### config.mk
export PLATFORM = sky130hd
export DESIGN_NAME = rgb_to_log_lalphabeta
export DESIGN_NICKNAME = d
export VERILOG_FILES = /design/src/rtl/rla_pkg.sv /design/src/rtl/rgb_to_log_lalphabeta.sv
export SDC_FILE = /design/constraint.sdc
export NUM_CORES = 2
export LEC_CHECK = 0
export BUFFER_PORTS_ARGS = -buffer_cell sky130_fd_sc_hd__buf_4
export CORE_ASPECT_RATIO = 1.25
export CORE_MARGIN = 1.5
export CORE_UTILIZATION = 30
export CTS_CLUSTER_DIAMETER = 200
export DETAILED_ROUTE_END_ITERATION = 10
export GPL_TIMING_DRIVEN = 1
export PLACE_DENSITY_LB_ADDON = 0.05
export SETUP_SLACK_MARGIN = 0.15
export SLEW_MARGIN = 10
export SYNTH_ARGS = -nofsm -noshare
export SYNTH_HDL_FRONTEND = slang
export SYNTH_SLANG_ARGS = --single-unit
### constraint.sdc
create_clock -name i_clk -period 22.2 [get_ports i_clk]
set_input_delay 3.33 -clock i_clk [delete_from_list [all_inputs] [get_ports i_clk]]
set_output_delay 3.33 -clock i_clk [all_outputs]
set_load 0.03 [all_outputs]
### src/rtl/rla_pkg.sv
// ============================================================================
// rla_pkg: shared constants for the RGB to log l-alpha-beta converter
// Holds the Q16 cone matrix, the log2 segment table and the output scales.
// ============================================================================
package rla_pkg;

    // Widths of the pixel fields and of the result fields.
    localparam int CODE_W  = 8;
    localparam int LIGHT_W = 17;
    localparam int CHROMA_W = 16;
    localparam int IN_DATA_W  = 24;
    localparam int OUT_DATA_W = 56;

    // Cone response sum and its normalized mantissa.
    localparam int RESP_W = 24;
    localparam int EXP_W  = 5;
    localparam int MANT_W = 23;

    // Log2 values in Q16 and the log relative to full scale.
    localparam int LOG_W  = 17;
    localparam int DIFF_W = 13;
    localparam int REL_W  = 23;
    localparam int SUM_W  = 25;
    localparam int PROD_W = 42;

    // Q16 weights of the RGB to LMS matrix, one row per cone response.
    localparam logic [15:0] MIX_Q16 [3][3] = '{
        '{16'd24976, 16'd37899, 16'd2635},
        '{16'd12891, 16'd47474, 16'd5125},
        '{16'd1579,  16'd8441,  16'd55339}
    };

    // log2(1 + k/16) in Q16 for k = 0 .. 16.
    localparam logic [LOG_W-1:0] LOG2_TAB [17] = '{
        17'd0,     17'd5732,  17'd11136, 17'd16248, 17'd21098, 17'd25711,
        17'd30109, 17'd34312, 17'd38336, 17'd42196, 17'd45904, 17'd49472,
        17'd52911, 17'd56229, 17'd59434, 17'd62534, 17'd65536
    };

    // log2(65536 * 255) in Q16: the log of a full-scale response.
    localparam logic signed [REL_W-1:0] LOG2_FULL_SCALE = 23'sd1572494;

    // Response used in place of an exact zero: 1/255 of full scale.
    localparam logic [RESP_W-1:0] RESP_FLOOR = 24'h010000;

    // ln2/sqrt3, ln2/sqrt6 and ln2/sqrt2 in Q16.
    localparam logic [15:0] K_LIGHT = 16'd26227;
    localparam logic [15:0] K_ALPHA = 16'd18545;
    localparam logic [15:0] K_BETA  = 16'd32121;

endpackage

### src/rtl/rgb_to_log_lalphabeta.sv
// ============================================================================
// rgb_to_log_lalphabeta: RGB pixel to logarithmic l-alpha-beta color
// Eight-stage pipeline: cone matrix, log2 by leading one and table, then
// decorrelation, rounding and saturation.
// ============================================================================
// The block takes one pixel per clock while the output side keeps tready
// high, and returns one result per pixel, in order. Each of the eight
// register stages holds its own valid bit and advances whenever the stage
// after it is free, so a stall on the output only holds back as many stages
// as are full, and bubbles are squeezed out.
// The deepest paths are the 13x19 interpolation multiply of the log table
// and the 25x17 multiply by the decorrelation weight, each in a stage alone.
// Black (all codes zero) is taken as a cone response of 1/255.
module rgb_to_log_lalphabeta #(
    parameter int FRAC_BITS = 12
) (
    input  logic        i_clk,
    input  logic        i_rst_n,
    input  logic        i_s_tvalid,
    output logic        o_s_tready,
    // [7:0] red, [15:8] green, [23:16] blue
    input  logic [rla_pkg::IN_DATA_W-1:0]  i_s_tdata,
    output logic        o_m_tvalid,
    input  logic        i_m_tready,
    // [16:0] lightness, [32:17] alpha_chroma, [48:33] beta_chroma, [55:49] zero
    output logic [rla_pkg::OUT_DATA_W-1:0] o_m_tdata
);

    localparam int SHIFT  = 32 - FRAC_BITS;
    localparam int NSTAGE = 8;
    localparam int RND_W  = rla_pkg::PROD_W + 1;

    localparam logic signed [RND_W-1:0] ROUND_HALF = RND_W'(64'sd1 <<< (SHIFT - 1));
    localparam logic signed [RND_W-1:0] LIGHT_MIN  = -RND_W'(65536);
    localparam logic signed [RND_W-1:0] LIGHT_MAX  = RND_W'(0);
    localparam logic signed [RND_W-1:0] CHROMA_MIN = -RND_W'(32768);
    localparam logic signed [RND_W-1:0] CHROMA_MAX = RND_W'(32767);

    // Stage valid bits and per-stage ready.
    logic [NSTAGE:1] r_vld;
    logic [NSTAGE:1] w_rdy;

    // Stage 1: matrix products.
    logic [rla_pkg::RESP_W-1:0] r_prd  [3][3];
    // Stage 2: cone responses.
    logic [rla_pkg::RESP_W-1:0] r_resp [3];
    // Stage 3: leading-one position and normalized mantissa.
    logic [rla_pkg::EXP_W-1:0]  r_exp3 [3];
    logic [rla_pkg::MANT_W-1:0] r_mant [3];
    // Stage 4: table base and interpolation step.
    logic [rla_pkg::EXP_W-1:0]  r_exp4 [3];
    logic [rla_pkg::LOG_W-1:0]  r_base [3];
    logic [rla_pkg::DIFF_W-1:0] r_step [3];
    // Stage 5: log2 relative to full scale.
    logic signed [rla_pkg::REL_W-1:0] r_rel [3];
    // Stage 6: channel combinations.
    logic signed [rla_pkg::SUM_W-1:0] r_sum_l, r_sum_a, r_sum_b;
    // Stage 7: weighted combinations.
    logic signed [rla_pkg::PROD_W-1:0] r_wt_l, r_wt_a, r_wt_b;
    // Stage 8: output fields.
    logic signed [rla_pkg::LIGHT_W-1:0]  r_light;
    logic signed [rla_pkg::CHROMA_W-1:0] r_alpha, r_beta;

    logic [rla_pkg::CODE_W-1:0]  w_code [3];
    logic [rla_pkg::RESP_W-1:0]  n_resp [3];
    logic [rla_pkg::EXP_W-1:0]   n_exp  [3];
    logic [rla_pkg::MANT_W-1:0]  n_mant [3];
    logic [rla_pkg::LOG_W-1:0]   n_base [3];
    logic [rla_pkg::DIFF_W-1:0]  n_step [3];
    logic signed [rla_pkg::REL_W-1:0] n_rel [3];
    logic signed [rla_pkg::LIGHT_W-1:0]  n_light;
    logic signed [rla_pkg::CHROMA_W-1:0] n_alpha, n_beta;

    // A stage takes new data when it is empty or its content moves on.
    always_comb begin
        w_rdy[NSTAGE] = !r_vld[NSTAGE] || i_m_tready;
        for (int k = NSTAGE - 1; k >= 1; k--) begin
            w_rdy[k] = !r_vld[k] || w_rdy[k+1];
        end
    end

    assign o_s_tready = w_rdy[1];

    // Valid bits move with the data.
    always_ff @(posedge i_clk) begin
        if (!i_rst_n) begin
            r_vld <= '0;
        end else begin
            if (w_rdy[1]) begin
                r_vld[1] <= i_s_tvalid;
            end
            for (int k = 2; k <= NSTAGE; k++) begin
                if (w_rdy[k]) begin
                    r_vld[k] <= r_vld[k-1];
                end
            end
        end
    end

    assign w_code[0] = i_s_tdata[7:0];
    assign w_code[1] = i_s_tdata[15:8];
    assign w_code[2] = i_s_tdata[23:16];

    // Cone response sums; black gets the floor response.
    always_comb begin
        logic [rla_pkg::RESP_W+1:0] acc;
        for (int c = 0; c < 3; c++) begin
            acc = {2'b00, r_prd[c][0]} + {2'b00, r_prd[c][1]} + {2'b00, r_prd[c][2]};
            n_resp[c] = acc[rla_pkg::RESP_W-1:0];
            if (n_resp[c] == '0) begin
                n_resp[c] = rla_pkg::RESP_FLOOR;
            end
        end
    end

    // Leading-one search and normalization of each response.
    always_comb begin
        logic [rla_pkg::RESP_W-1:0] shifted;
        for (int c = 0; c < 3; c++) begin
            n_exp[c] = '0;
            for (int i = 0; i < rla_pkg::RESP_W; i++) begin
                if (r_resp[c][i]) begin
                    n_exp[c] = rla_pkg::EXP_W'(i);
                end
            end
            shifted   = r_resp[c] << (5'd23 - n_exp[c]);
            n_mant[c] = shifted[rla_pkg::MANT_W-1:0];
        end
    end

    // Table lookup on the top four mantissa bits, linear step on the rest.
    always_comb begin
        logic [3:0]                 idx;
        logic [4:0]                 idx_nxt;
        logic [rla_pkg::DIFF_W-1:0] diff;
        logic [31:0]                prod;
        logic [rla_pkg::LOG_W-1:0]  upper;
        for (int c = 0; c < 3; c++) begin
            idx       = r_mant[c][22:19];
            idx_nxt   = {1'b0, idx} + 5'd1;
            n_base[c] = rla_pkg::LOG2_TAB[idx];
            upper     = rla_pkg::LOG2_TAB[idx_nxt];
            diff      = rla_pkg::DIFF_W'(upper - n_base[c]);
            prod      = 32'(diff) * 32'(r_mant[c][18:0]);
            n_step[c] = prod[31:19];
        end
    end

    // Integer part plus interpolated fraction, less the full-scale log.
    always_comb begin
        logic [rla_pkg::REL_W-2:0] whole;
        for (int c = 0; c < 3; c++) begin
            whole = {1'b0, r_exp4[c], 16'b0} + (rla_pkg::REL_W-1)'(r_base[c])
                    + (rla_pkg::REL_W-1)'(r_step[c]);
            n_rel[c] = $signed({1'b0, whole}) - rla_pkg::LOG2_FULL_SCALE;
        end
    end

    // Rounding to nearest (ties up) and saturation of the three channels.
    always_comb begin
        logic signed [RND_W-1:0] rl, ra, rb;
        rl = ($signed({r_wt_l[rla_pkg::PROD_W-1], r_wt_l}) + ROUND_HALF) >>> SHIFT;
        ra = ($signed({r_wt_a[rla_pkg::PROD_W-1], r_wt_a}) + ROUND_HALF) >>> SHIFT;
        rb = ($signed({r_wt_b[rla_pkg::PROD_W-1], r_wt_b}) + ROUND_HALF) >>> SHIFT;
        if (rl < LIGHT_MIN) begin
            rl = LIGHT_MIN;
        end else if (rl > LIGHT_MAX) begin
            rl = LIGHT_MAX;
        end
        if (ra < CHROMA_MIN) begin
            ra = CHROMA_MIN;
        end else if (ra > CHROMA_MAX) begin
            ra = CHROMA_MAX;
        end
        if (rb < CHROMA_MIN) begin
            rb = CHROMA_MIN;
        end else if (rb > CHROMA_MAX) begin
            rb = CHROMA_MAX;
        end
        n_light = rl[rla_pkg::LIGHT_W-1:0];
        n_alpha = ra[rla_pkg::CHROMA_W-1:0];
        n_beta  = rb[rla_pkg::CHROMA_W-1:0];
    end

    // Pipeline payload registers.
    always_ff @(posedge i_clk) begin
        if (w_rdy[1]) begin
            for (int c = 0; c < 3; c++) begin
                for (int j = 0; j < 3; j++) begin
                    r_prd[c][j] <= rla_pkg::RESP_W'(rla_pkg::MIX_Q16[c][j])
                                   * rla_pkg::RESP_W'(w_code[j]);
                end
            end
        end
        if (w_rdy[2]) begin
            r_resp <= n_resp;
        end
        if (w_rdy[3]) begin
            r_exp3 <= n_exp;
            r_mant <= n_mant;
        end
        if (w_rdy[4]) begin
            r_exp4 <= r_exp3;
            r_base <= n_base;
            r_step <= n_step;
        end
        if (w_rdy[5]) begin
            r_rel <= n_rel;
        end
        if (w_rdy[6]) begin
            r_sum_l <= rla_pkg::SUM_W'(r_rel[0]) + rla_pkg::SUM_W'(r_rel[1])
                       + rla_pkg::SUM_W'(r_rel[2]);
            r_sum_a <= rla_pkg::SUM_W'(r_rel[0]) + rla_pkg::SUM_W'(r_rel[1])
                       - (rla_pkg::SUM_W'(r_rel[2]) <<< 1);
            r_sum_b <= rla_pkg::SUM_W'(r_rel[0]) - rla_pkg::SUM_W'(r_rel[1]);
        end
        if (w_rdy[7]) begin
            r_wt_l <= rla_pkg::PROD_W'(r_sum_l)
                      * rla_pkg::PROD_W'($signed({1'b0, rla_pkg::K_LIGHT}));
            r_wt_a <= rla_pkg::PROD_W'(r_sum_a)
                      * rla_pkg::PROD_W'($signed({1'b0, rla_pkg::K_ALPHA}));
            r_wt_b <= rla_pkg::PROD_W'(r_sum_b)
                      * rla_pkg::PROD_W'($signed({1'b0, rla_pkg::K_BETA}));
        end
        if (w_rdy[8]) begin
            r_light <= n_light;
            r_alpha <= n_alpha;
            r_beta  <= n_beta;
        end
    end

    assign o_m_tvalid = r_vld[NSTAGE];
    assign o_m_tdata  = {7'b0, r_beta, r_alpha, r_light};

endmodule

# After elaboration in Yosys (flattened, before gate mapping)
# Memories as Yosys holds them, arrays and structs flattened.
# Index checks and enable logic that the tools add are counted.
# op_classes
n_addsub,31
n_mul,15
magnitude_cmp,12
n_shift,3
mux,86
bitwise,6
n_reduce_logical,20
# op_table
cell,count
5-bit two-way mux,66
24-bit adder,6
17-bit two-way mux,7
13-bit by 19-bit multiplier with 32-bit output,3
41-bit by 21-bit adder with 42-bit output (second input constant),2
25-bit by 16-bit multiplier with 41-bit output (second input constant),2
13-bit two-way mux,6
24-bit logical NOT,3
24-bit by 5-bit << shifter with 23-bit output,3
22-bit by 21-bit subtractor with 23-bit output (second input constant),3
21-bit by 17-bit adder with 22-bit output,3
22-bit by 13-bit adder with 22-bit output,3
16-bit by 8-bit multiplier with 24-bit output (first input constant),2
14-bit by 8-bit multiplier with 22-bit output (first input constant),2
40-bit by 21-bit adder with 41-bit output (second input constant),1
24-bit by 16-bit multiplier with 40-bit output (second input constant),1
13-bit subtractor,3
11-bit by 8-bit multiplier with 19-bit output (first input constant),2
16-bit two-way mux,2
24-bit by 23-bit adder with 25-bit output,1
24-bit by 24-bit subtractor with 25-bit output,1
23-bit by 23-bit adder with 24-bit output,1
23-bit by 23-bit subtractor with 24-bit output,1
15-bit by 8-bit multiplier with 23-bit output (first input constant),1
18 further kinds,48
# word_totals
register_bits,583
ramBits,213
rom_bits,3264
input_bits,28
out_inout_bits,58
mem_count,7
# mem_list
name,depth,width,read_ports,rd_clocked_by_memory_dff,write_ports,line,rtl
(name not given),32,17,1,0,0,rgb_to_log_lalphabeta.sv:142,upper = rla_pkg::LOG2_TAB[idx_nxt];
(name not given),32,17,1,0,0,rgb_to_log_lalphabeta.sv:141,n_base[c] = rla_pkg::LOG2_TAB[idx];
(name not given),32,17,1,0,0,rgb_to_log_lalphabeta.sv:142,
(name not given),32,17,1,0,0,rgb_to_log_lalphabeta.sv:141,
(name not given),32,17,1,0,0,rgb_to_log_lalphabeta.sv:142,
(name not given),32,17,1,0,0,rgb_to_log_lalphabeta.sv:141,
1 more memories,n/a,n/a,n/a,n/a,n/a,n/a,

# Depth between registers and ports, before layout
# logic_depth
depth_word,25
depth_mapped,42
ltp_nobuf,41

# Least setup slack after synthesis
# Ideal clock, no wire load.
# synth_path
path_kind,input to output
from,in i_m_tready
to,out o_s_tready
arrival_ps,8043
required_ps,18870
setup_slack_ps,10827
path_stages,6
n_path_buf,0
cell_sequence,nor2b_1 and3_1 and2_1 and3_1 and2_1 nand2_1
# synth_via
elab_chain_len,8
# synth_lines
element,line,rtl
"start, declared",rgb_to_log_lalphabeta.sv:24,"input logic i_m_tready,"
1-bit logical OR,rgb_to_log_lalphabeta.sv:76,w_rdy[NSTAGE] = !r_vld[NSTAGE] || i_m_tready;
1-bit logical OR (7 in a row),rgb_to_log_lalphabeta.sv:78,w_rdy[k] = !r_vld[k] || w_rdy[k+1];
"end, declared",rgb_to_log_lalphabeta.sv:20,"output logic o_s_tready,"
# Every way passes these cells.

==> results.json <==
{
  "ys_types": 79,
  "cts_tree": "done",
  "max_cap_viol_count": 0,
  "avgSynthCellArea_um2": 9.98,
  "drc": 6,
  "synth_warnings": 0,
  "arrival_ns": 11.66,
  "tightest_slew_ns": 1.21,
  "synth_top_area_share": 0.254,
  "nNetsFinal": 12116,
  "io_buffers": 78,
  "critPathCaptureType": "register",
  "syn_inst": 9495,
  "num_vias": 63685,
  "htree_levels": 3,
  "synth_flop_cell": "edfxtp_1",
  "slowest_delay_ns": 0.98,
  "clock.fmax_ghz": 0.0890,
  "cts.sinks": 698,
  "clock-root-buffer": "clkbuf_16",
  "synth-edff-count": 690,
  "routed_wl_um": 255000,
  "path_clk_slew_ns": 0.06,
  "post-synth-top-count-cell": "inv_1",
  "drive_above_1_share": 0.0414,
  "final.period_utilization": 0.506,
  "setup_viol": 0,
  "post_cts.repair.setup_buffers": 0,
  "hold_buffers": 0,
  "violations": "DRC",
  "areaGrowthSynthToFinish_pct": 9.04,
  "clock-skew-final_ns": 0.0963,
  "synth_area_mm2": 0.0948,
  "synth_top_cell_by_area": "fa_1",
  "cts.repair.resized": 0,
  "async_reset_ff_frac": 0,
  "grt_overflow": 0,
  "cp_slowest_cell": "edfxtp_1",
  "cp_max_fo": 28,
  "hold_viol_final": 0,
  "coreArea_mm2": 0.314,
  "rsz0062_at_grt": "false",
  "wire_per_inst_um": 18.5,
  "slew_violations": 0,
  "fillers": 32370,
  "die_w_um": 506,
  "first_global_vias": 69568,
  "ys_seq_elements": 698,
  "ios": 86,
  "die_y_um": 631,
  "fin_crit_ns": 11.24,
  "drt_iter0_drc": 2798,
  "synth-seq-area-share": 0.220,
  "cts-buffers-inserted": 93,
  "min_path_type": "register to register",
  "grt_max_degree": 102,
  "drtAntennaViolNets": 0,
  "status": "finished with violations",
  "grt_pass1_wl_um": 402000,
  "fp-row-count": 230,
  "start_kind": "register",
  "antenna_found_initial": 7,
  "place.gp.congestion": 0.829,
  "tns_ns": 0,
  "worst_ep_required_time_ns": 22.62,
  "die_area_mm2": 0.319,
  "path_class": "register to register",
  "dr.pass1.iters": 11,
  "hpwlAfterDp_um": 213000,
  "clkLatencyLatePin_ns": 0.76,
  "synth_area_leaders": "fa_1 25%, edfxtp_1 22%, ha_1 18%",
  "avgViaCountPerCell": 4.63,
  "start_util": 0.302,
  "maxSlewHeadroom": 0.191,
  "synth_commonest_cells": "1852 x inv_1, 1391 x ha_1, 1203 x fa_1",
  "track_usage": 0.161,
  "clockBufferDepth": 3
}
## critical path: cells and delay by family (launching register included)
kind	cells	cell delay (ns)
AO/OA/AOI/OAI	18	4.48
flip-flops	1	0.98
adder cells (fa/ha/maj)	7	3.12
AND/OR/NAND/NOR	4	0.79
XOR/XNOR	3	0.60
buffers and inverters	6	0.97
## area by class of cell
type | count | area (um2) | share of cell area
Antenna cell | 3 | 7.51 | 0.0000726
Clock inverter | 71 | 802 | 0.00776
Inverter | 1860 | 6990 | 0.0676
Clock buffer | 100 | 2350 | 0.0228
Timing Repair Buffer | 135 | 1030 | 0.00993
Sequential cell | 698 | 20900 | 0.202
Tap cell | 4176 | 5230 | 0.0506
Multi-Input combinational cell | 6706 | 66100 | 0.639
## registers in the layout, summed over array words and instances, names as in the netlist, 16 cells and up
| signal | flops |
|---|---|
| r_prd | 176 |
| r_resp | 72 |
| r_mant | 69 |
| r_rel | 69 |
| r_base | 48 |
| r_step | 39 |
| r_sum_a | 25 |
| r_sum_l | 25 |
| r_sum_b | 23 |
| r_wt_a | 22 |
| r_wt_l | 22 |
| r_wt_b | 21 |
| r_light | 17 |
| r_alpha | 16 |
| r_beta | 16 |
## layer usage
| metal | up-vias | track usage | part of all wire |
|---|---|---|---|
| met4 | 2 | 0.0409 | 0.026 |
| met1 | 31736 | 0.192 | 0.43 |
| met5 | - | 0 | 0.000047 |
| li1 | 31136 | - | - |
| met2 | 586 | 0.307 | 0.53 |
| met3 | 225 | 0.0131 | 0.019 |
## cells by family after synthesis
group / count (synthesis) / synth area share
adder cells (fa/ha/maj): 2594 / 0.438
AO/OA/AOI/OAI: 1355 / 0.0919
flip-flops: 698 / 0.220
multiplexers: 139 / 0.0156
buffers and inverters: 2097 / 0.0833
other: 1 / 0.0000396
XOR/XNOR: 522 / 0.0482
AND/OR/NAND/NOR: 2089 / 0.103
## placed cells by master (no fill, tap or decap), types with 53 or more instances in the layout
cell       synthesis  layout
a211oi_1          76      76
nor2b_1          131     131
nor2_1           481     477
edfxtp_1         690     690
a21o_1           107     107
buf_4              7     134
nand3_1          111     111
a21oi_1          415     415
clkbuf_16          0      93
and2_1           227     227
o21ai_0          254     254
xor2_1           134     134
mux2i_1           96      96
nand2_1          763     760
xnor2_1          388     388
ha_1            1391    1391
fa_1            1203    1203
nand2b_1          53      53
o21a_1            76      76
nor3_1           116     116
inv_1           1852    1847
## path summary, 6_finish.rpt
check              from          to  slack (ns)  cells past startpoint
max          r_mant[22]  r_step[12]       10.96                     38
min          r_exp3[13]  r_exp4[13]        0.42                      0
max reg2reg  r_mant[22]  r_step[12]       10.96                     38
min reg2reg  r_exp3[13]  r_exp4[13]        0.42                      0
## metrics by stage
stage	worst slack (ns)	std cells	instance area [um2]	hold WS, ns	util
after global routing	9.95	13747	103000	0.427	0.329
final	10.96	13749	103000	0.420	0.329
after global placement	11.09	13575	100000	0.416	0.319
after floorplan	10.83	9501	94800	0.400	-
after detailed placement	10.97	13575	100000	0.412	0.319
after CTS	10.83	13746	103000	0.426	0.329
Power is not shown: default switching activity piles up to over one toggle a cycle in this logic, so the estimate is an artifact.
